--- config.mk ---
export PLATFORM = sky130hd
export DESIGN_NAME = journal_record_validator_flat
export DESIGN_NICKNAME = d
export VERILOG_FILES = /design/src/rtl/jrv_pkg.sv /design/src/rtl/jrv_ifs.sv /design/src/rtl/journal_record_validator.sv /design/src/rtl/jrv_capture.sv /design/src/rtl/jrv_judge.sv /design/src/flat_wrapper.sv
export SDC_FILE = /design/constraint.sdc
export NUM_CORES = 1
export LEC_CHECK = 0
export ABC_AREA = 1
export BUFFER_PORTS_ARGS = -buffer_cell sky130_fd_sc_hd__buf_2
export CORE_ASPECT_RATIO = 1.4
export CORE_UTILIZATION = 30
export DETAILED_ROUTE_END_ITERATION = 7
export HOLD_SLACK_MARGIN = 0.02
export PLACE_DENSITY_LB_ADDON = 0.1
export SYNTH_ARGS = -nofsm -noshare
export SYNTH_HDL_FRONTEND = slang
export SYNTH_SLANG_ARGS = --single-unit
--- constraint.sdc ---
create_clock -name clk -period 6.16 [get_ports clk]
set_clock_uncertainty 0.15 [all_clocks]
set_input_delay 0.924 -clock clk [delete_from_list [all_inputs] [get_ports clk]]
set_output_delay 0.924 -clock clk [all_outputs]
set_load 0.005 [all_outputs]
--- src/rtl/jrv_pkg.sv ---
// Package for the journal record validator: constants, codes, types and the CRC step.
package jrv_pkg;

    localparam int unsigned IDX_W     = 7;
    localparam int unsigned CRC_W     = 32;
    localparam int unsigned VER_W     = 16;
    localparam int unsigned ERR_W     = 4;

    localparam logic [IDX_W-1:0] IDX_MAX   = 7'd127;
    localparam logic [IDX_W-1:0] LAST_IDX  = 7'd63;
    localparam logic [IDX_W-1:0] CRC_END   = 7'd60;
    localparam logic [15:0]      REC_BYTES = 16'd64;

    localparam logic [CRC_W-1:0] CRC_POLY   = 32'hedb8_8320;
    localparam logic [CRC_W-1:0] CRC_PRESET = 32'hffff_ffff;

    // Magic word "FRJ1" in storage order
    localparam logic [7:0] MAGIC [4] = '{8'h46, 8'h52, 8'h4a, 8'h31};

    localparam logic [VER_W-1:0] VERSION_RESET = 16'd1;

    // Header flag bits
    localparam int unsigned FLAG_MAGIC = 0;
    localparam int unsigned FLAG_RSV_A = 1;
    localparam int unsigned FLAG_RSV_B = 2;

    typedef enum logic [ERR_W-1:0] {
        ERR_OK           = 4'd0,
        ERR_LENGTH       = 4'd1,
        ERR_MAGIC        = 4'd2,
        ERR_VERSION      = 4'd3,
        ERR_LENGTH_FIELD = 4'd4,
        ERR_CRC          = 4'd5,
        ERR_RESERVED     = 4'd6,
        ERR_STATE        = 4'd7,
        ERR_INCONSISTENT = 4'd8
    } err_code_t;

    typedef struct packed {
        logic [IDX_W-1:0] byte_index;
        logic [CRC_W-1:0] crc;
        logic [CRC_W-1:0] stored_crc;
        logic [2:0]       flags;
        logic [15:0]      version_word;
        logic [15:0]      length_word;
        logic [31:0]      generation;
        logic [31:0]      floor_value;
        logic [7:0]       state_byte;
        logic [31:0]      counter;
        logic [63:0]      owner_low;
        logic [63:0]      owner_high;
    } capture_t;

    typedef struct packed {
        logic        record_valid;
        err_code_t   error_code;
        logic [31:0] generation;
        logic [31:0] floor_value;
        logic [1:0]  reservation_state;
        logic [31:0] reserved_counter;
        logic [63:0] owner_low;
        logic [63:0] owner_high;
    } result_t;

    // Capture state at the start of a record: CRC preset, every check passing
    function automatic capture_t capture_clear();
        capture_t c;
        c       = '0;
        c.crc   = CRC_PRESET;
        c.flags = 3'b111;
        return c;
    endfunction

    // One byte of the reflected CRC-32, bit by bit
    function automatic logic [CRC_W-1:0] crc_byte(input logic [CRC_W-1:0] crc_in,
                                                  input logic [7:0] data);
        logic [CRC_W-1:0] c;
        c = crc_in ^ {24'd0, data};
        for (int k = 0; k < 8; k++)
        begin
            c = (c >> 1) ^ (CRC_POLY & {CRC_W{c[0]}});
        end
        return c;
    endfunction

endpackage

--- src/rtl/jrv_ifs.sv ---
// Channel interfaces of the journal record validator.
interface jrv_byte_if;
    logic       valid;
    logic       ready;
    logic [7:0] data_byte;
    logic       last_byte;

    modport source (output valid, output data_byte, output last_byte, input ready);
    modport sink   (input valid, input data_byte, input last_byte, output ready);
endinterface

interface jrv_result_if;
    logic        valid;
    logic        ready;
    logic        record_valid;
    logic [3:0]  error_code;
    logic [31:0] generation;
    logic [31:0] floor_value;
    logic [1:0]  reservation_state;
    logic [31:0] reserved_counter;
    logic [63:0] owner_low;
    logic [63:0] owner_high;

    modport source (output valid, output record_valid, output error_code,
                    output generation, output floor_value, output reservation_state,
                    output reserved_counter, output owner_low, output owner_high,
                    input ready);
    modport sink   (input valid, input record_valid, input error_code,
                    input generation, input floor_value, input reservation_state,
                    input reserved_counter, input owner_low, input owner_high,
                    output ready);
endinterface

interface jrv_cfg_if;
    logic        valid;
    logic        ready;
    logic [15:0] expected_version;

    modport source (output valid, output expected_version, input ready);
    modport sink   (input valid, input expected_version, output ready);
endinterface

--- src/rtl/journal_record_validator.sv ---
// Top level of the journal record validator: input and result registers around the checks.
//
//  channel    | dir | beat carries                      | accepted when
//  -----------+-----+-----------------------------------+----------------------
//  byte_in    | in  | data_byte, last_byte              | valid & ready
//  result_out | out | record_valid, error_code, fields  | valid & ready
//  cfg        | in  | expected_version (16 bit)         | valid & ready (always ready)
//
// One byte a cycle sustained while each closing byte finds the result slot free. A byte is
// held in the input register, then updates the running CRC and capture registers; a closing
// byte instead loads the result register from the input register and clears the capture.
// Reset clears the handshake state and the capture, and sets expected_version to 1.
// A stalled result only holds back a closing byte; ordinary bytes keep flowing
// past it into the capture registers.
module journal_record_validator (
    input  logic          clk,
    input  logic          rst_n,
    jrv_byte_if.sink      byte_in,
    jrv_result_if.source  result_out,
    jrv_cfg_if.sink       cfg
);

    // input register
    logic       in_valid_reg;
    logic [7:0] in_byte_reg;
    logic       in_last_reg;

    // result register
    logic              out_valid_reg;
    jrv_pkg::result_t  out_reg;

    logic [jrv_pkg::VER_W-1:0] version_reg;

    jrv_pkg::capture_t cap;
    jrv_pkg::result_t  judged;
    logic              out_free;
    logic              advance;

    // Advance the held byte unless it closes a record and the result slot is busy
    assign out_free = !out_valid_reg || result_out.ready;
    assign advance  = in_valid_reg && (!in_last_reg || out_free);
    assign byte_in.ready = !in_valid_reg || advance;
    assign cfg.ready     = 1'b1;

    jrv_capture u_capture (
        .clk       (clk),
        .rst_n     (rst_n),
        .take      (advance),
        .data_byte (in_byte_reg),
        .last_byte (in_last_reg),
        .cap       (cap)
    );

    jrv_judge u_judge (
        .cap              (cap),
        .data_byte        (in_byte_reg),
        .expected_version (version_reg),
        .result           (judged)
    );

    always_ff @(posedge clk or negedge rst_n)
    begin
        if (!rst_n)
        begin
            in_valid_reg  <= 1'b0;
            out_valid_reg <= 1'b0;
            version_reg   <= jrv_pkg::VERSION_RESET;
        end
        else
        begin
            if (byte_in.ready)
            begin
                in_valid_reg <= byte_in.valid;
            end
            if (advance && in_last_reg)
            begin
                out_valid_reg <= 1'b1;
            end
            else if (result_out.ready)
            begin
                out_valid_reg <= 1'b0;
            end
            if (cfg.valid)
            begin
                version_reg <= cfg.expected_version;
            end
        end
    end

    // Payload registers: load without reset
    always_ff @(posedge clk)
    begin
        if (byte_in.ready && byte_in.valid)
        begin
            in_byte_reg <= byte_in.data_byte;
            in_last_reg <= byte_in.last_byte;
        end
        if (advance && in_last_reg)
        begin
            out_reg <= judged;
        end
    end

    assign result_out.valid             = out_valid_reg;
    assign result_out.record_valid      = out_reg.record_valid;
    assign result_out.error_code        = out_reg.error_code;
    assign result_out.generation        = out_reg.generation;
    assign result_out.floor_value       = out_reg.floor_value;
    assign result_out.reservation_state = out_reg.reservation_state;
    assign result_out.reserved_counter  = out_reg.reserved_counter;
    assign result_out.owner_low         = out_reg.owner_low;
    assign result_out.owner_high        = out_reg.owner_high;

endmodule

--- src/rtl/jrv_capture.sv ---
// Running CRC and field capture over the bytes of one record.
module jrv_capture (
    input  logic                  clk,
    input  logic                  rst_n,
    input  logic                  take,
    input  logic [7:0]            data_byte,
    input  logic                  last_byte,
    output jrv_pkg::capture_t     cap
);

    jrv_pkg::capture_t cap_reg;
    jrv_pkg::capture_t cap_next;
    jrv_pkg::capture_t cap_clear;
    logic [jrv_pkg::IDX_W-1:0] idx;

    always_comb
    begin
        cap_clear = jrv_pkg::capture_clear();

        idx      = cap_reg.byte_index;
        cap_next = cap_reg;
        if (idx < jrv_pkg::CRC_END)
        begin
            cap_next.crc = jrv_pkg::crc_byte(cap_reg.crc, data_byte);
        end
        if (idx < 7'd4)
        begin
            if (data_byte != jrv_pkg::MAGIC[idx[1:0]])
            begin
                cap_next.flags[jrv_pkg::FLAG_MAGIC] = 1'b0;
            end
        end
        else if (idx < 7'd6)
        begin
            cap_next.version_word[8*idx[0] +: 8] = data_byte;
        end
        else if (idx < 7'd8)
        begin
            cap_next.length_word[8*idx[0] +: 8] = data_byte;
        end
        else if (idx < 7'd12)
        begin
            cap_next.generation[8*idx[1:0] +: 8] = data_byte;
        end
        else if (idx < 7'd16)
        begin
            cap_next.floor_value[8*idx[1:0] +: 8] = data_byte;
        end
        else if (idx == 7'd16)
        begin
            cap_next.state_byte = data_byte;
        end
        else if (idx < 7'd20)
        begin
            if (data_byte != 8'd0)
            begin
                cap_next.flags[jrv_pkg::FLAG_RSV_A] = 1'b0;
            end
        end
        else if (idx < 7'd24)
        begin
            cap_next.counter[8*idx[1:0] +: 8] = data_byte;
        end
        else if (idx < 7'd32)
        begin
            cap_next.owner_low[8*idx[2:0] +: 8] = data_byte;
        end
        else if (idx < 7'd40)
        begin
            cap_next.owner_high[8*idx[2:0] +: 8] = data_byte;
        end
        else if (idx < jrv_pkg::CRC_END)
        begin
            if (data_byte != 8'd0)
            begin
                cap_next.flags[jrv_pkg::FLAG_RSV_B] = 1'b0;
            end
        end
        else if (idx <= jrv_pkg::LAST_IDX)
        begin
            cap_next.stored_crc[8*idx[1:0] +: 8] = data_byte;
        end
        if (idx != jrv_pkg::IDX_MAX)
        begin
            cap_next.byte_index = idx + 7'd1;
        end
        // the closing byte is judged from the old state; start afresh
        if (last_byte)
        begin
            cap_next = cap_clear;
        end
    end

    always_ff @(posedge clk or negedge rst_n)
    begin
        if (!rst_n)
        begin
            cap_reg <= jrv_pkg::capture_clear();
        end
        else if (take)
        begin
            cap_reg <= cap_next;
        end
    end

    assign cap = cap_reg;

endmodule

--- src/rtl/jrv_judge.sv ---
// Record checks and result fields for the closing byte.
module jrv_judge (
    input  jrv_pkg::capture_t    cap,
    input  logic [7:0]           data_byte,
    input  logic [15:0]          expected_version,
    output jrv_pkg::result_t     result
);

    logic [31:0] stored_full;
    logic        owner_zero;
    logic        consistent;
    jrv_pkg::err_code_t err;

    always_comb
    begin
        // the closing byte is the top byte of the stored CRC
        stored_full = {data_byte, cap.stored_crc[23:0]};
        owner_zero  = (cap.owner_low | cap.owner_high) == 64'd0;
        if (cap.state_byte == 8'd0)
        begin
            consistent = (cap.counter == 32'd0) && owner_zero;
        end
        else
        begin
            consistent = (cap.floor_value != 32'd0) && (cap.counter == cap.floor_value)
                         && !owner_zero;
        end

        if (cap.byte_index != jrv_pkg::LAST_IDX)
            err = jrv_pkg::ERR_LENGTH;
        else if (!cap.flags[jrv_pkg::FLAG_MAGIC])
            err = jrv_pkg::ERR_MAGIC;
        else if (cap.version_word != expected_version)
            err = jrv_pkg::ERR_VERSION;
        else if (cap.length_word != jrv_pkg::REC_BYTES)
            err = jrv_pkg::ERR_LENGTH_FIELD;
        else if (stored_full != ~cap.crc)
            err = jrv_pkg::ERR_CRC;
        else if (!(cap.flags[jrv_pkg::FLAG_RSV_A] && cap.flags[jrv_pkg::FLAG_RSV_B]))
            err = jrv_pkg::ERR_RESERVED;
        else if (cap.state_byte > 8'd2)
            err = jrv_pkg::ERR_STATE;
        else if (!consistent)
            err = jrv_pkg::ERR_INCONSISTENT;
        else
            err = jrv_pkg::ERR_OK;

        result            = '0;
        result.error_code = err;
        if (err == jrv_pkg::ERR_OK)
        begin
            result.record_valid      = 1'b1;
            result.generation        = cap.generation;
            result.floor_value       = cap.floor_value;
            result.reservation_state = cap.state_byte[1:0];
            result.reserved_counter  = cap.counter;
            result.owner_low         = cap.owner_low;
            result.owner_high        = cap.owner_high;
        end
    end

endmodule
--- src/flat_wrapper.sv ---
// flat-port wrapper written by rule: the top's interface ports become plain ports
module journal_record_validator_flat 
  (clk, rst_n, byte_in_valid, byte_in_data_byte, byte_in_last_byte, byte_in_ready, result_out_valid, result_out_record_valid, result_out_error_code, result_out_generation, result_out_floor_value, result_out_reservation_state, result_out_reserved_counter, result_out_owner_low, result_out_owner_high, result_out_ready, cfg_valid, cfg_expected_version, cfg_ready);
  jrv_byte_if byte_in_i ();
  jrv_result_if result_out_i ();
  jrv_cfg_if cfg_i ();
  input  logic clk;
  input  logic rst_n;
  input wire logic [$bits(byte_in_i.valid)-1:0] byte_in_valid;
  input wire logic [$bits(byte_in_i.data_byte)-1:0] byte_in_data_byte;
  input wire logic [$bits(byte_in_i.last_byte)-1:0] byte_in_last_byte;
  output wire logic [$bits(byte_in_i.ready)-1:0] byte_in_ready;
  output wire logic [$bits(result_out_i.valid)-1:0] result_out_valid;
  output wire logic [$bits(result_out_i.record_valid)-1:0] result_out_record_valid;
  output wire logic [$bits(result_out_i.error_code)-1:0] result_out_error_code;
  output wire logic [$bits(result_out_i.generation)-1:0] result_out_generation;
  output wire logic [$bits(result_out_i.floor_value)-1:0] result_out_floor_value;
  output wire logic [$bits(result_out_i.reservation_state)-1:0] result_out_reservation_state;
  output wire logic [$bits(result_out_i.reserved_counter)-1:0] result_out_reserved_counter;
  output wire logic [$bits(result_out_i.owner_low)-1:0] result_out_owner_low;
  output wire logic [$bits(result_out_i.owner_high)-1:0] result_out_owner_high;
  input wire logic [$bits(result_out_i.ready)-1:0] result_out_ready;
  input wire logic [$bits(cfg_i.valid)-1:0] cfg_valid;
  input wire logic [$bits(cfg_i.expected_version)-1:0] cfg_expected_version;
  output wire logic [$bits(cfg_i.ready)-1:0] cfg_ready;
  assign byte_in_i.valid = byte_in_valid;
  assign byte_in_i.data_byte = byte_in_data_byte;
  assign byte_in_i.last_byte = byte_in_last_byte;
  assign byte_in_ready = byte_in_i.ready;
  assign result_out_valid = result_out_i.valid;
  assign result_out_record_valid = result_out_i.record_valid;
  assign result_out_error_code = result_out_i.error_code;
  assign result_out_generation = result_out_i.generation;
  assign result_out_floor_value = result_out_i.floor_value;
  assign result_out_reservation_state = result_out_i.reservation_state;
  assign result_out_reserved_counter = result_out_i.reserved_counter;
  assign result_out_owner_low = result_out_i.owner_low;
  assign result_out_owner_high = result_out_i.owner_high;
  assign result_out_i.ready = result_out_ready;
  assign cfg_i.valid = cfg_valid;
  assign cfg_i.expected_version = cfg_expected_version;
  assign cfg_ready = cfg_i.ready;
  journal_record_validator u_core (.clk(clk), .rst_n(rst_n), .byte_in(byte_in_i), .result_out(result_out_i), .cfg(cfg_i));
endmodule
# Yosys cells after proc, flatten, opt, wreduce, memory -nomap -nowiden
# Cells that the tools add are included.
# op_classes
add_sub_neg	4
n_reduce_logical	50
n_bitwise	12
shifts	6
n_mux	60
magnitude_cmp	13
n_eq_ne	19
# op_table
op	n
two-way mux 338 bit	1
two-way mux 160 bit	2
two-way mux 264 bit	1
bitwise XOR 31 x 32 -> 32 bit	8
two-way mux 248 bit	1
two-way mux 232 bit	1
two-way mux 34 bit	6
two-way mux 200 bit	1
two-way mux 32 bit	6
two-way mux 64 bit	3
two-way mux 168 bit	1
two-way mux 33 bit	4
bitwise mux 32 bit	4
bitwise mux 64 bit	2
two-way mux 128 bit	1
logical NOT 64 bit	1
OR 64 bit	1
variable shift 8 x 34 -> 64 bit (first input constant)	1
variable part select 8 x 34 -> 64 bit	1
negator 4 -> 34 bit	1
negator 5 -> 34 bit	1
negator 6 -> 34 bit	1
variable shift 8 x 34 -> 16 bit (first input constant)	1
variable shift 8 x 34 -> 32 bit (first input constant)	1
48 further kinds	113
# word_totals
ff_bits	596
elab_cells	191
output_inout_bits	234

# Logic depth before layout (Yosys ltp)
# Gate-level depths: netlist (run 1).
# depth
depth_word	16
ltp_mapped	18

# By module
# Synthesis (run 1) repeated with hierarchy kept, for this count alone.
# hier_totals
cells_unflattened	3243
area_unflattened_um2	28406.0
# modules_own_cells
module	area_each_um2	n_inst	seq_area_each_um2	cells_each
jrv_capture	15114.5	1	8501.9	1837
journal_record_validator	7972.6	1	7658.6	324
jrv_judge	5318.9	1	0.0	1082

# Worst setup path after synthesis (run 1)
# No wires, ideal clock.
# synth_path
path_kind	input to register
startpoint	input result_out_ready
endpoint	register u_core.u_capture.cap_reg (netlist bit u_core.u_capture.cap[200])
cell_stages	10
slack_ns	0.894
n_path_buf	1
arrival_ns	4.986
setup_time_ns	0.131
cell_sequence	inv_1 > nand3_1 > nand2_1 > inv_2 > nand2_1 > inv_2 > a41oi_1 > nor2_1 > clkbuf_1 > o21ai_0
# synth_between
elab_chain_len	4
# synth_rtl
element	line	text
start: declaration	flat_wrapper.sv:22	input wire logic [$bits(result_out_i.ready)-1:0] result_out_ready;
logical OR 1 bit	journal_record_validator.sv:40	assign out_free = !out_valid_reg || result_out.ready;
logical OR 1 bit	journal_record_validator.sv:41	assign advance = in_valid_reg && (!in_last_reg || out_free);
logical AND 1 bit	journal_record_validator.sv:41	
AND reduction 5 bit (no line)	n/a	
end signal: assignment	jrv_capture.sv:98	cap_reg <= jrv_pkg::capture_clear();
end signal: assignment	jrv_capture.sv:102	cap_reg <= cap_next;
end: declaration	jrv_capture.sv:11	jrv_pkg::capture_t cap_reg;
# No other way between the ends.
# A chain may end at the register's enable or synchronous reset.

# Worst setup path in the final report (run 1)
# layout_path
startpoint	register u_core.in_last_reg
endpoint	register u_core.u_capture.cap_reg (netlist bit u_core.u_capture.cap[39])
# layout_between
elab_chain_len	4
elab_cells_between_ends	15
classes_between	9 x eq/ne; 1 x mux; 5 x reduce/logical
# layout_rtl
element	line	text
start: declaration	journal_record_validator.sv:26	logic in_last_reg;
start signal: assignment	journal_record_validator.sv:96	in_last_reg <= byte_in.last_byte;
logical NOT 1 bit	journal_record_validator.sv:41	
logical OR 1 bit	journal_record_validator.sv:41	
logical AND 1 bit	journal_record_validator.sv:41	
AND reduction 11 bit (no line)	n/a	
# Parallel ways exist; a longest one is shown, timed or not.

==> results of run 1 <==
## cells by family (layout without fill, tap and decap cells)
group,count (synthesis),after routing,share of synthesized area
buffers and inverters,515,814,0.0788
xor gates and xnor gates,97,97,0.0354
and+or+nand+nor,1211,1211,0.207
adders and majority gates,9,9,0.00421
DFF,588,588,0.596
AOI/OAI and AO/OA,376,376,0.0746
muxes,10,10,0.00421
other,1,2,0.000140
## area by class of cell
type | instances | share of cell area
Tap cell | 1179 | 0.0471
Clock inverter | 21 | 0.00619
Sequential cell | 588 | 0.510
Multi-Input combinational cell | 1704 | 0.278
Clock buffer | 97 | 0.0604
Inverter | 415 | 0.0500
Timing Repair Buffer | 281 | 0.0483
Antenna cell | 1 | 0.0000799
## layout by cell type, fill, tap and decap left out, drive strengths merged, types with 2 or more instances in the layout
master / n
a21oi: 31
a22oi: 4
a2bb2oi: 3
a31oi: 2
buf: 281
bufinv: 3
clkbuf: 97
clkinv: 15
clkinvlp: 2
dfrtp: 312
dfstp: 36
edfxtp: 240
ha: 9
inv: 416
mux2: 10
nand2: 597
nand3: 29
nand4: 34
nor2: 291
nor3: 245
nor4: 7
o21a: 13
o21ai: 294
o22ai: 23
o31ai: 2
or2: 4
xnor2: 28
xor2: 69
## power groups by stage
stage | sequential [mW] | clock [mW] | combinational (mW)
floorplan | 4.86 | 0 | 1.75
global placement | 4.99 | 0 | 2.56
detailed placement | 5.00 | 0 | 2.55
CTS | 4.92 | 4.02 | 2.57
global route | 4.97 | 4.14 | 2.83
finish | 4.92 | 3.90 | 2.54
## worst max-delay path, delay by kind of cell, from the launching register on
family / cells / cell delay (ps)
DFF: 1 / 360
buffers and inverters: 2 / 1280
AOI/OAI and AO/OA: 3 / 1840
and+or+nand+nor: 2 / 590
## through the flow
stage / instances / total power [mW] / util / instance area, um^2
finish: 4286 / 11.4 / 0.354 / 31300
global route: 4285 / 11.9 / 0.354 / 31300
CTS: 4285 / 11.5 / 0.354 / 31300
detailed placement: 4167 / 7.54 / 0.331 / 29200
global placement: 4167 / 7.55 / 0.331 / 29200
floorplan: 2807 / 6.61 / - / 26800
## layer usage
layer | up-vias | track usage | share of wire
met1 | 9821 | 0.237 | 0.41
li1 | 9574 | - | -
met2 | 521 | 0.346 | 0.51
met4 | 0 | 0.0823 | 0.041
met5 | - | 0 | 0
met3 | 151 | 0.0258 | 0.040
## worst min path at each step
| stage | startpoint | to | slack [ps] | cells after the start |
|---|---|---|---|---|
| finish | rst_n | u_core.u_capture.cap[59] | 240 | 1 |
| global route | rst_n | u_core.u_capture.cap[56] | 280 | 1 |
| CTS | rst_n | u_core.u_capture.cap[60] | 280 | 1 |
| detailed placement | u_core.u_capture.cap[265] | u_core.u_capture.cap[265] | 310 | 2 |
| global placement | u_core.u_capture.cap[236] | u_core.u_capture.cap[236] | 310 | 2 |
| floorplan | u_core.u_capture.cap[265] | u_core.u_capture.cap[265] | 290 | 2 |
==> impl_metrics.tcl, run 1 <==
set metrics [dict create \
    yosysWarnings 0 \
    overflow 0 \
    initial_core_util 0.303 \
    dp_hpwl_mm 64.6 \
    post-place-ws_ps 1830 \
    rsz0062_at_grt "false" \
    multi_input_area_um2 8720 \
    sw_frac_of_total 0.323 \
    largest_reg_flops 323 \
    crit_path_top_delay_cell "a21oi_1" \
    avgRoutedWirePerCell_um 20.5 \
    cts_sinks 588 \
    ctsResizeCount 0 \
    postCtsHoldBufs 0 \
    endpoint "u_core.u_capture.cap[39]" \
    fillerInstances 9278 \
    vias_per_cell 4.68 \
    timing.final.crit_share 0.707 \
    seqPwrFrac 0.433 \
    tightest_slew_ps 1170 \
    synth_edf_count 240 \
    wirelength_mm 87.9 \
    synth_top_area_cell "dfrtp_1" \
    htreeDepth 3 \
    worstPathRequired_ps 6520 \
    slowest_delay_ps 1030 \
    rrSetupSlack_ps 1800 \
    worstReg2RegStart "u_core.in_last_reg" \
    vias 20067 \
    crit_type "flip-flop to flip-flop" \
    die_x_um 254 \
    crit_path_start "u_core.in_last_reg" \
    port_buffers 262 \
    yosysMostFrequentCell "nand2_1" \
    clock_power_share 0.344 \
    min_path_type "primary input to async pin" \
    cp_max_fo 39 \
    antenna_found_initial 1 \
    startpoint_type "flip-flop" \
    cts_tree "built" \
    synth.area.top_cells "dfrtp_1, edfxtp_1, nand2_1" \
    rows 129 \
    synth-main-ff-cell "dfrtp_1" \
    crit_top_cell "a21oi_1" \
    post-cts-setup-buffers 0 \
    ys_top_cells_by_count "nand2_1, inv_1, dfrtp_1, nor2_1, o21ai_0" \
    core_um2 88400 \
    grt_max_degree 140 \
    clk_pin_slew_ps 60 \
    cts_made_buffers 66 \
    worstPathArrival_ps 4720 \
    drtIter0Drc 1278 \
    final_nets 3095 \
    power_density_nw_per_um2 363 \
    timing_max_transition_violations_final 0 \
    drt-pass1-iter-count 5 \
    die_area_um2 90500 \
    async_flop_share 0.592 \
    cts_root_buf "clkbuf_16" \
    dieHeight_um 355 \
    p_leak_nw 12.9 \
    setup_ws_ps 1800 \
    syn2layout_area_growth_pct 17.0 \
    fmax_ghz 0.230 \
    fin_crit_ps 4360 \
    maxCapViolCount 0 \
    vdd_drop_max_v 0.000198 \
    p_int_mw 7.69 \
    drive_above_1_share 0.176 \
    end_kind "flip-flop" \
    yosysSeqAreaShare 0.596 \
    p_comb_frac 0.223 \
    synth.distinct_cells 49 \
    hold_viol 0 \
    setup-violations-final 0 \
    grt_pass1_wl_mm 133 \
    worst_hold_slack_ps 240 \
    io_pins 264 \
    clock_latency_ps 610 \
    fin_setup_tns_ps 0 \
    timing.rr.end "u_core.u_capture.cap[39]" \
    syn_area_um2 26800 \
    crit_chain "buf_4, clkinv_1, a21oi_1, nand2_2, a21oi_1, nand2_1, o21ai_0" \
    synth.avg_cell_area_um2 9.54 \
    ant_nets 0 \
    drc 0 \
    grt_pass1_vias 20777 \
    grtUsageTotal 0.196 \
    syn_nets 2846 \
    synth.top_cell.area_share 0.292 \
    slew_headroom 0.218 \
    run_status "finished, final reports clean" \
    seq_area_um2 16000 \
    rr_worst_depth 7 \
    gp_congestion 0.873 \
    cts_buffer_depth 3 \
    p_sw_mw 3.67 \
    ys_ff_latch 588 \
    syn-instance-count 2807 \
]
Note: power is estimated with default switching activity, not from simulation.
==> run 2: changes to the inputs <==
--- a/config.mk
+++ b/config.mk
@@ -5,7 +5,7 @@
 export SDC_FILE = /design/constraint.sdc
 export NUM_CORES = 1
 export LEC_CHECK = 0
-export ABC_AREA = 1
+export ABC_AREA = 0
 export BUFFER_PORTS_ARGS = -buffer_cell sky130_fd_sc_hd__buf_2
 export CORE_ASPECT_RATIO = 1.4
 export CORE_UTILIZATION = 30
==> constraint.sdc (replaced) <==
create_clock -name clk -period 4.5 [get_ports clk]
set_clock_uncertainty 0.15 [all_clocks]
set_input_delay 0.675 -clock clk [delete_from_list [all_inputs] [get_ports clk]]
set_output_delay 0.675 -clock clk [all_outputs]
set_load 0.005 [all_outputs]
==> run 2 against run 1 <==
Against the previous run:
- flip-flop and latch count unchanged
- combinational power up 43%
- total power up 45%
- non-clock buffer count up 56
- cell area up 7.4%
==> impl_metrics.tcl, run 2 <==
set metrics [dict create \
    run_status "finished, final reports clean" \
    slowest_delay_ps 610 \
    worstPathArrival_ps 4040 \
    rows 134 \
    vdd_drop_max_v 0.000247 \
    power_density_nw_per_um2 489 \
    cts_made_buffers 66 \
    end_kind "flip-flop" \
    vias 20927 \
    synth.area.top_cells "dfrtp_1, edfxtp_1, nor4_2" \
    tightest_slew_ps 1170 \
    yosysSeqAreaShare 0.552 \
    p_leak_nw 12.9 \
    layoutNonFillerInstCount 3919 \
    yosysMostFrequentCell "dfrtp_1" \
    synth.top_cell.area_share 0.270 \
    antenna_found_initial 0 \
    drc 0 \
    post-cts-setup-buffers 0 \
    yosysWarnings 0 \
    vias_per_cell 5.34 \
    async_flop_share 0.592 \
    final_cell_mix "dfrtp_1, buf_2, o21ai_0" \
    min_path_type "primary input to flip-flop" \
    wirelength_mm 95.2 \
    clk_pin_slew_ps 60 \
    drive_above_1_share 0.307 \
    synth.distinct_cells 57 \
    crit_chain "nor4_1, nand4_1, nor4_1, buf_4, a2111oi_0, and4bb_4, buf_12, buf_12, nor4_2" \
    ys_top_cells_by_count "dfrtp_1, o21ai_0, edfxtp_1, nor4_2, nand2_1" \
    fin_area_um2 33600 \
    syn2layout_area_growth_pct 16.4 \
    initial_core_util 0.303 \
    crit_path_top_delay_cell "nor4_1" \
    fin_crit_ps 3830 \
    die_area_um2 97600 \
    timing.final.crit_share 0.851 \
    grtUsageTotal 0.194 \
    drt-pass1-iter-count 5 \
    grt_max_degree 133 \
    clock_latency_ps 660 \
    worstPathRequired_ps 4710 \
    hold_viol 0 \
    syn_nets 2503 \
    fmax_ghz 0.261 \
    die_x_um 264 \
    place_area_um2 31500 \
    setup-violations-final 0 \
    overflow 0 \
    syn_area_um2 28900 \
    grt_pass1_vias 21461 \
    cts_sinks 588 \
    cts_root_buf "clkbuf_16" \
    cp_max_fo 44 \
    timing_max_transition_violations_final 0 \
    cts_tree "built" \
    gp_congestion 0.823 \
    final_nets 2680 \
    synth_edf_count 240 \
    worst_hold_slack_ps 72.5 \
    core_um2 95400 \
    drtIter0Drc 1477 \
    dieHeight_um 369 \
    slew_headroom 0.212 \
    htreeDepth 3 \
    avgRoutedWirePerCell_um 24.3 \
    synth-main-ff-cell "dfrtp_1" \
    cts_buffer_depth 3 \
    io_pins 264 \
    startpoint_type "flip-flop" \
    diodes 0 \
    ys_ff_latch 588 \
    dp.cells 3796 \
    grt_pass1_wl_mm 144 \
    crit_type "flip-flop to flip-flop" \
    dp_hpwl_mm 63.6 \
    ant_nets 0 \
    largest_reg_flops 323 \
    fin_setup_tns_ps 0 \
    rsz0062_at_grt "false" \
    layout_commonest_cell "dfrtp_1" \
    syn-instance-count 2464 \
    synth_top_area_cell "dfrtp_1" \
    synth.avg_cell_area_um2 11.7 \
    maxCapViolCount 0 \
    port_buffers 262 \
]
==> run 2: changes by cell type after synthesis, sizes merged, moves of 30 or more <==
cell,previous run,this run
a21oi,31,61
mux2,10,137
a22oi,4,118
nor2,291,88
xnor2,28,79
nor3,245,24
inv,414,16
nand2,597,168
nor4,7,309
o21ai,294,398
clkbuf,48,158
==> run 2: cell families after synthesis <==
logic type / Yosys count / share of synthesized area
simple gates: 701 / 0.177
flops: 588 / 0.552
fa+ha+maj: 9 / 0.00390
mux: 139 / 0.0541
other cells: 1 / 0.000130
xor+xnor: 153 / 0.0472
compound gates: 629 / 0.124
buf+inv: 244 / 0.0413
==> run 2: worst paths after layout <==
kind,slack [ps],startpoint,cells after the start,to
worst max-delay path,670,u_core.u_capture.cap[10],9,u_core.result_out.owner_low[10]
worst min register to register,340,u_core.u_capture.cap[264],2,u_core.u_capture.cap[264]
worst min-delay path,70,byte_in_data_byte[3],1,u_core.in_byte_reg[3]
min in group asynchronous,540,rst_n,2,u_core.u_capture.cap[253]
max in group asynchronous,2500,rst_n,3,u_core.u_capture.cap[96]
worst max register to register,670,u_core.u_capture.cap[10],9,u_core.result_out.owner_low[10]
==> run 2: what timing repair did <==
item,4_1_cts,5_1_grt
hold buffers,1,0
gates resized for setup,0,0
hold endpoints to repair,85,0
==> run 2: layout make-up <==
| type | count | area, um^2 |
|---|---|---|
| inverter | 16 | 67.6 |
| multi-input combinational | 1632 | 11800 |
| timing repair buffer | 337 | 2140 |
| sequential | 588 | 16000 |
| tap | 1224 | 1530 |
| clock inverter | 31 | 308 |
| fill | 9488 | 61800 |
| clock buffer | 91 | 1830 |
==> run 2: stage by stage <==
step / total power [mW] / setup WS, ps / utilization
6_report: 16.4 / 669 / 0.353
3_5_place_dp: 11.1 / 687 / 0.330
2_1_floorplan: 9.79 / 848 / -
3_3_place_gp: 11.0 / 591 / 0.330
4_1_cts: 16.7 / 632 / 0.353
5_1_grt: 17.3 / 513 / 0.353
==> run 2: worst max-delay path, delay by kind of cell (launching register included) <==
family / cells / cell delay [ps]
AND/OR/NAND/NOR: 5 / 1960
buffers and inverters: 3 / 760
flip-flops: 1 / 430
AO/OA/AOI/OAI: 1 / 170
==> run 2: power breakdown <==
part	internal, mW	switching (mW)	total, mW	leakage, nW
Combinational	1.55	2.09	3.64	5.35
Sequential	6.45	0.883	7.34	6.56
Clock	3.10	2.36	5.46	1.03
==> run 2: routing by layer <==
layer | wire length (um) | global-route usage | vias to the layer above
li1 | - | - | 9584
met1 | 38600 | 0.233 | 10710
met2 | 50400 | 0.351 | 499
met3 | 3140 | 0.0251 | 134
met4 | 3030 | 0.0741 | 0
met5 | 0 | 0 | -
==> run 3: changes to the inputs <==
--- a/config.mk
+++ b/config.mk
@@ -8,10 +8,11 @@
 export ABC_AREA = 0
 export BUFFER_PORTS_ARGS = -buffer_cell sky130_fd_sc_hd__buf_2
 export CORE_ASPECT_RATIO = 1.4
-export CORE_UTILIZATION = 30
+export CORE_UTILIZATION = 60
 export DETAILED_ROUTE_END_ITERATION = 7
 export HOLD_SLACK_MARGIN = 0.02
 export PLACE_DENSITY_LB_ADDON = 0.1
+export SLEW_MARGIN = 25
 export SYNTH_ARGS = -nofsm -noshare
 export SYNTH_HDL_FRONTEND = slang
 export SYNTH_SLANG_ARGS = --single-unit
==> run 3 against run 2 <==
Against the previous run:
- the flow now finishes with violations (negative hold slack)
- largest power group unchanged
- sequential power is essentially flat
- die area fell by 50%
- critical endpoint is now u_core.u_capture.cap[71]
- register-to-register slack improved by 200 ps
- critical path depth fell by 1
- first-iteration DRC count increased by 57%
- highest routed layer unchanged
==> impl_metrics.tcl, run 3 (synthesized netlist as in run 2, its figures left out) <==
set metrics [dict create \
    run_status "finished, violations left" \
    failed_checks "negative hold slack" \
    grt_pass1_vias 21182 \
    drive_above_1_share 0.307 \
    fmax_ghz 0.276 \
    antenna_found_initial 0 \
    ant_nets 0 \
    final_nets 2656 \
    clk_pin_slew_ps 70 \
    cts_made_buffers 55 \
    slowest_delay_ps 790 \
    rsz0062_at_grt "false" \
    fin_setup_tns_ps 0 \
    power_density_nw_per_um2 493 \
    cts_sinks 588 \
    critPathTopFamily "simple AND/OR/NAND/NOR gates" \
    vias_per_cell 6.54 \
    rows 94 \
    wirelength_mm 79.3 \
    cp_max_fo 18 \
    multi_input_area_um2 11800 \
    tightest_slew_ps 1040 \
    crit_path_top_delay_cell "nor2_1" \
    cts_tree "built" \
    initial_core_util 0.611 \
    dieHeight_um 262 \
    final_cell_mix "dfrtp_1, buf_2, o21ai_0" \
    min_path_type "primary input to async pin" \
    layout_commonest_cell "dfrtp_1" \
    worst_hold_slack_ps -18.6 \
    grt_pass1_wl_mm 123 \
    htreeDepth 2 \
    port_buffers 262 \
    core_um2 47300 \
    drtIter0Drc 2324 \
    timing_max_transition_violations_final 0 \
    overflow 0 \
    layoutNonFillerInstCount 3288 \
    rrSetupSlack_ps 870 \
    fin_crit_ps 3630 \
    ctsResizeCount 0 \
    syn2layout_area_growth_pct 12.9 \
    p_leak_nw 12.8 \
    timing.rr.end "u_core.u_capture.cap[71]" \
    post-place-ws_ps 1050 \
    io_pins 264 \
    dp.cells 3184 \
    die_x_um 187 \
    post-cts-setup-buffers 0 \
    drc 0 \
    path_buf_inv 1 \
    hold_viol 7 \
    worstReg2RegStart "u_core.u_capture.idx[1]" \
    worstPathRequired_ps 4860 \
    clock_latency_ps 610 \
    drt-pass1-iter-count 6 \
    postCtsHoldBufs 0 \
    grt_max_degree 228 \
    power.total_mw 16.1 \
    cts_root_buf "clkbuf_16" \
    maxCapViolCount 0 \
    setup-violations-final 0 \
    vdd_drop_max_v 0.000351 \
    avgRoutedWirePerCell_um 24.1 \
    crit_type "flip-flop to flip-flop" \
    cts_buffer_depth 3 \
    dp_hpwl_mm 52.1 \
    seq_area_um2 16000 \
    timing.final.crit_share 0.806 \
    utilization 0.690 \
    rr_worst_depth 8 \
    grtUsageTotal 0.321 \
    gp_congestion 0.948 \
    vias 21505 \
    setup_ws_ps 874 \
    worstPathArrival_ps 3990 \
    crit_chain "inv_2, ha_1, ha_1, nor2_1, nand3_1, nor2_1, a22oi_1, o21ai_1" \
    end_kind "flip-flop" \
    diodes 0 \
    die_area_um2 49100 \
    fillerInstances 3469 \
    slew_headroom 0.300 \
    startpoint_type "flip-flop" \
    largest_reg_flops 323 \
]
==> run 3: changes by cell type in the layout (fill, tap and decap cells not counted), moves of 2 or more <==
cell,delta
clkinv_1,-3
buf_12,-3
clkinv_2,+5
buf_4,-10
inv_6,-2
clkbuf_1,-15
clkbuf_16,-10
clkinv_8,-3
clkinv_4,-2
clkbuf_8,+4
bufinv_16,+6
==> run 3: report_power, final <==
group	total (mW)	internal (mW)	leakage (nW)	switching (mW)
Sequential	7.31	6.45	6.56	0.856
Combinational	3.62	1.54	5.28	2.07
Clock	5.15	3.06	0.992	2.09
==> run 3: how the worst max path moves through the flow <==
stage | from | to | slack [ps] | depth (start not counted)
floorplan | result_out_ready | u_core.u_capture.cap[239] | 850 | 6
global placement | u_core.u_capture.cap[10] | u_core.result_out.owner_low[53] | 1140 | 7
detailed placement | u_core.u_capture.cap[10] | u_core.result_out.owner_high[44] | 1050 | 7
CTS | u_core.u_capture.cap[10] | u_core.result_out.owner_high[57] | 980 | 7
global route | u_core.u_capture.cap[15] | u_core.result_out.owner_high[52] | 780 | 7
finish | u_core.u_capture.idx[1] | u_core.u_capture.cap[71] | 870 | 8
==> run 3: cell type report <==
type,instances,area share
Sequential cell,588,0.489
Multi-Input combinational cell,1632,0.362
Timing Repair Buffer,324,0.0614
Clock buffer,71,0.0485
Tap cell,624,0.0239
Clock inverter,33,0.0134
Inverter,16,0.00207
==> run 3: stage by stage <==
step	instance area [um^2]	hold WS (ps)
after detailed placement	30600	331
after global placement	30600	333
after global routing	32600	42.9
after floorplan	28900	229
after CTS	32600	23.6
final	32600	-18.6
==> run 3: per-layer routing <==
metal,GRT usage,routed length (um),up-vias
met2,0.545,40200,919
met3,0.0350,4480,235
met1,0.413,30700,10817
met5,0,0,-
met4,0.166,4010,0
li1,-,-,9534
